$ cat src/rtl/bezinv_div_cell.sv
// One cell of the restoring divider chain: resolves one quotient bit per word.
module bezinv_div_cell #(
	parameter int NW  = 35,
	parameter int DVW = 19,
	parameter int SW  = 3
) (
	input  logic            clk,
	input  logic            arst_n,
	input  logic            adv,
	input  logic            in_valid,
	input  logic [NW-1:0]   in_nq,
	input  logic [DVW-1:0]  in_rem,
	input  logic [DVW-1:0]  in_div,
	input  logic [SW-1:0]   in_side,
	output logic            out_valid,
	output logic [NW-1:0]   out_nq,
	output logic [DVW-1:0]  out_rem,
	output logic [DVW-1:0]  out_div,
	output logic [SW-1:0]   out_side
);

	logic [DVW:0] cur;
	logic [DVW:0] diff;
	logic         ge;

	// Shift in the next numerator bit and compare against the divisor
	always_comb begin
		cur  = {in_rem, in_nq[NW-1]};
		ge   = (cur >= {1'b0, in_div});
		diff = cur - {1'b0, in_div};
	end

	// Hold the valid flag under reset
	always_ff @(posedge clk or negedge arst_n) begin
		if (!arst_n) begin
			out_valid <= 1'b0;
		end else if (adv) begin
			out_valid <= in_valid;
		end
	end

	// Advance remainder; quotient bits enter where numerator bits leave
	always_ff @(posedge clk) begin
		if (adv) begin
			out_nq   <= {in_nq[NW-2:0], ge};
			out_rem  <= ge ? diff[DVW-1:0] : cur[DVW-1:0];
			out_div  <= in_div;
			out_side <= in_side;
		end
	end

endmodule

$ cat config.mk
export PLATFORM = sky130hd
export DESIGN_NAME = bezinv_div_cell
export DESIGN_NICKNAME = d
export VERILOG_FILES = /design/src/rtl/bezinv_div_cell.sv
export SDC_FILE = /design/constraint.sdc
export NUM_CORES = 1
export LEC_CHECK = 0
export BUFFER_PORTS_ARGS = -buffer_cell sky130_fd_sc_hd__buf_2
export CORE_AREA = 2 2 87 89
export DETAILED_ROUTE_END_ITERATION = 8
export DIE_AREA = 0 0 89 91
export MAX_ROUTING_LAYER = met4
export PLACE_DENSITY = 0.87
export SLEW_MARGIN = 20
export SYNTH_ARGS = -nofsm -noshare
export SYNTH_HDL_FRONTEND = slang
export SYNTH_SLANG_ARGS = --single-unit
$ cat constraint.sdc
create_clock -name clk -period 1.7 [get_ports clk]
set_clock_uncertainty 0.1 [all_clocks]
set_input_delay 0.17 -clock clk [delete_from_list [all_inputs] [get_ports clk]]
set_output_delay 0.17 -clock clk [all_outputs]
set_load 0.1 [all_outputs]
Word-level counts from Yosys, hierarchy flattened:

Cells that the tools add are included.

* memory bits (writable): 0
* memories kept: 0
* word-level logic and storage cells: 8
* input port bits: 80
* bits in latches: 0
* bits in read-only memories: 0
* register bits after elaboration: 77
* output and inout bits: 77

* $add $sub $neg: 1
* bitwise operators: 0
* $lt $le $gt $ge: 1
* div/mod/pow operators: 0
* multiplexer cells: 1
* multiply operators: 0
* reduce and logical (&&, ||, !) cells: 0
* shift operators: 0
* eq/ne operators: 0

Operator list (count)
* greater-or-equal comparator 20 x 19 -> 1 bit: 1
* two-way mux 19 bit: 1
* subtractor 19 bit: 1

Logic depth before layout (Yosys ltp):

* word-level depth: 2
* depth in mapped cells: 11
* depth with buffers taken out: 11

Least setup slack after synthesis:

No wires, ideal clock.

* path type: input to register
* start: in in_nq[34]
* end: reg out_rem[7], data pin
* library setup time: 260 ps
* buffers on the path: 0
* required time: 1340 ps
* arrival time: 2042 ps
* path slack: -702 ps
* stages: 10
* cell sequence: inv_1 -> ha_1 -> fa_1 -> and2b_1 -> o2111ai_2 -> a21oi_2 -> o21bai_2 -> a31o_4 -> inv_4 -> mux2_2

* cells in the longest elaborated chain, start to end: 2
* elaborated cells between the ends (all ways): 3
* classes of those cells: add/sub (1); order compare (1); mux (1)

Ends and longest elaborated chain
* start, declared: line 11 `input logic [NW-1:0] in_nq,`
* greater-or-equal comparator 20 x 19 -> 1 bit: line 29 `ge = (cur >= {1'b0, in_div});`
* named net ge: line 24 `logic ge;`
* two-way mux 19 bit: line 46 `out_rem <= ge ? diff[DVW-1:0] : cur[DVW-1:0];`
* end signal, assigned: line 46
* end, declared: line 17 `output logic [DVW-1:0] out_rem,`

The timed path passes the listed nets, and every way through them passes these cells.
A chain may end at the register's enable or synchronous reset.

Worst setup path in the final report:

* start: in in_nq[34]
* end: reg out_rem[5], data pin

* cells in the longest elaborated chain, start to end: 2
* elaborated cells between the ends (all ways): 3
* classes of those cells: add/sub (1); order compare (1); mux (1)

Ends and longest elaborated chain (line)
* subtractor 19 bit or greater-or-equal comparator 20 x 19 -> 1 bit (tied branches): 30, 29
* two-way mux 19 bit *: 46

Every way passes the cells marked *; elsewhere a longest branch is shown, timed or not.

==> reports/qor.csv <==
metric,value,unit
status,finished with violations,
failing checks,negative setup slack,
"Cell Area, Synth",3570,um^2
most frequent cell after synthesis,edfxtp_1,
register share of total power,35.2,%
CP endpoint kind,register,
first-pass GRT wire length,21300,um
RSZ-0062 raised after global routing,yes,
Final Cycle Share,126,%
Port-buffer cells,156,
layout cells sized above 1,48.6,%
FP Rows,31,
highest ir drop seen on vdd,0.589,mV
Crit path depth,11,
Max stage delay on crit path,0.34,ns
clk slew on worst S/H paths,0.09,ns
Int Pwr,0.00387,W
Least-Margin Pin Slew,0.565,ns
CTS tree,yes,
FMAX,467,MHz
number of CTS-inserted buffers,9,
crit path from,in_nq[34],
All-Layer GR Usage,37.1,%
clk root buf,clkbuf_8,
Post-Place Worst Slack,-0.898,ns
Bufs on Longest Clock Path,2,
Final min period,2.14,ns
drt pass-1 iters,6,
drt drc,0,
crit path max fanout,22,
Via density,5.83,
Max Cap Viol,0,
r2r startpoint,out_valid,
Synth Area per Inst,13.4,um^2
Logic pwr share,41.2,%
vias in the first global route,3748,
Die Area,8100,um^2
r2r endpoint,out_valid,
Synth cell types,45,
"most used cell, CP",buf_8,
"Area growth, synth to finish",65.2,%
routed via count,3796,
CP Class,input pin to register,
antenna violations before repair,1,
crit path buf inv count,3,
remaining global-route overflow,0,
Synth top area share,63.9,%
clock power share,23.6,%
Crit path required time,1.76,ns
Die Y,91,um
r2r setup slk,0.83,ns
Starting Density,50.1,%
Post-synth EDFFs,76,
largest cells by area after synthesis,"edfxtp_1 64%, ha_1 6.7%, nand2_1 3.7%",
"non-filler cells, final",651,
core area,7140,um^2
Final Max Tran Viols,0,
post-DP HPWL,7240,um
slowest CP cell,fa_2,
H-tree levels,3,
Post-Place Cells,566,
ys flop type,edfxtp_1,
Cells after Synth,267,
Antenna Nets Post-Route,0,
Ports,157,
die extent in x,89,um
worst r2r path cells,1,
Rel. slew slack,62.0,%
final core utilization,82.7,%
setup slack after layout,-0.440,ns
Synth async-reset ratio,1.30,%
top cell type by total area after synthesis,edfxtp_1,
cell family with most CP delay,compound AO/OA/AOI/OAI gates,
1st-iter DRT viols,624,
Tot Pwr,0.00681,W
Commonest cells post-synth,"76 x edfxtp_1, 35 x nand2_1, 21 x inv_1, 19 x ha_1, 15 x o21ai_0",
Seq cells post-synth,77,
crit-path cells,buf_8 -> inv_8 -> ha_4 -> fa_2 -> and2b_2 -> o2111ai_4 -> a21oi_2 -> o21bai_2 -> a31o_4 -> buf_8 -> o21ai_0,
routability cong.,0.854,
Pleak,2.68,nW
syn nets,367,
Power Density,1150,nW/um^2
largest net degree at the start of global routing,38,
P_sw,0.00294,W
fillers,360,
CTS Sinks,77,
Sw Share,43.1,%
hold violation count in the final report,0,
sequential cell area fraction in the yosys report,64.6,%
Crit path arrival time,2.20,ns
Setup-failing EPs final,20,
YS warnings,0,
Worst setup SP type,input pin,
crit path capture,out_rem[5],
Final nets,646,
post-route cell area,5900,um^2
Clock Latency Late Sink,0.36,ns
Hold Path Class,input pin to register,
total wire length,15000,um
dpl cell area,4880,um^2
WL/cell,23.1,um
-- state kept, by name, indices dropped and copies added (netlist names) --
| register | count |
|---|---|
| out_div | 19 |
| out_rem | 19 |
| out_valid | 1 |
| out_nq | 35 |
| out_side | 3 |
-- stage by stage --
stage / hold slack (ns) / TNS, ns
floorplan: -0.226 / -9.96
global placement: -0.156 / -15.20
detailed placement: -0.154 / -16.62
CTS: 0.00320 / -5.73
global route: 0.0260 / -8.43
finish: 0.0160 / -7.58
-- power by group through the flow --
stage                     logic, W  registers, W  clock network [W]
after floorplan           0.000458       0.00381                  0
after global placement     0.00240       0.00240                  0
after detailed placement   0.00243       0.00241                  0
after CTS                  0.00258       0.00237            0.00155
after global routing       0.00288       0.00241            0.00166
final                      0.00280       0.00240            0.00160
-- how the worst min path moves through the flow --
stage	from	end	cells after the start
finish	in_rem[12]	out_rem[13]	3
global route	in_rem[12]	out_rem[13]	3
CTS	in_rem[1]	out_rem[2]	3
detailed placement	arst_n	out_valid	1
global placement	arst_n	out_valid	1
floorplan	arst_n	out_valid	0
-- logic make-up after synthesis --
kind of cell / Yosys count / share of synthesized area, %
mux: 4 / 1.37
fa+ha+maj: 20 / 7.22
buf+inv: 32 / 3.92
compound gates: 59 / 11.7
flops: 77 / 64.6
xor+xnor: 15 / 3.68
simple gates: 60 / 7.50
-- timing repair --
action,in CTS,in global routing
hold buffers,59,0
hold endpoints to repair,58,0
pin swaps,13,5
gates resized for setup,13,22
endpoints found under the setup margin,20,20
buffers inserted,4,5
-- cell type report --
type	count	area (um^2)	share of cell area [%]
Inverter	22	92.6	1.57
Tap cell	99	124	2.10
Sequential cell	77	2310	39.1
Timing Repair Buffer	278	1900	32.2
Multi-Input combinational cell	158	1250	21.2
Antenna cell	1	2.50	0.0424
Clock buffer	10	128	2.16
Clock inverter	6	93.8	1.59
-- per-layer routing --
layer	vias to the layer above	part of all wire, %	GRT usage (%)
li1	1537	-	-
met1	1729	35	43.6
met2	420	46	56.2
met3	110	13	11.8
met4	0	6.3	20.3
met5	-	0	-
-- tightest hold or removal path: stages --
cell,delay (ns)
buf_2,0.09
nand2_1,0.04
o21ai_0,0.06
-- placed cells by master (no fill, tap or decap), types with 2 or more instances in the layout --
master,netlist,final
buf_2,7,153
edfxtp_1,76,76
dlygate4sd3_1,0,59
buf_4,0,59
nand2_1,35,32
inv_1,21,20
ha_1,19,16
a21oi_1,10,9
o21ai_1,5,9
o21ai_0,15,9
xnor2_1,10,9
clkbuf_8,0,9
a21o_1,7,7
nor2_1,7,7
nand4_1,5,5
xor2_1,5,5
nand3_1,4,4
a21oi_4,1,3
o21ai_2,2,3
buf_6,1,3
o21a_1,2,2
a21oi_2,3,2
o21bai_2,1,2
mux2_2,3,2
o31ai_2,0,2
nand2_2,0,2
mux2_4,1,2
nand2b_1,2,2
ha_2,0,2
inv_6,0,2
bufinv_16,0,2
buf_8,0,2
buf_12,0,2
Note: power is estimated with default switching activity, not from simulation.
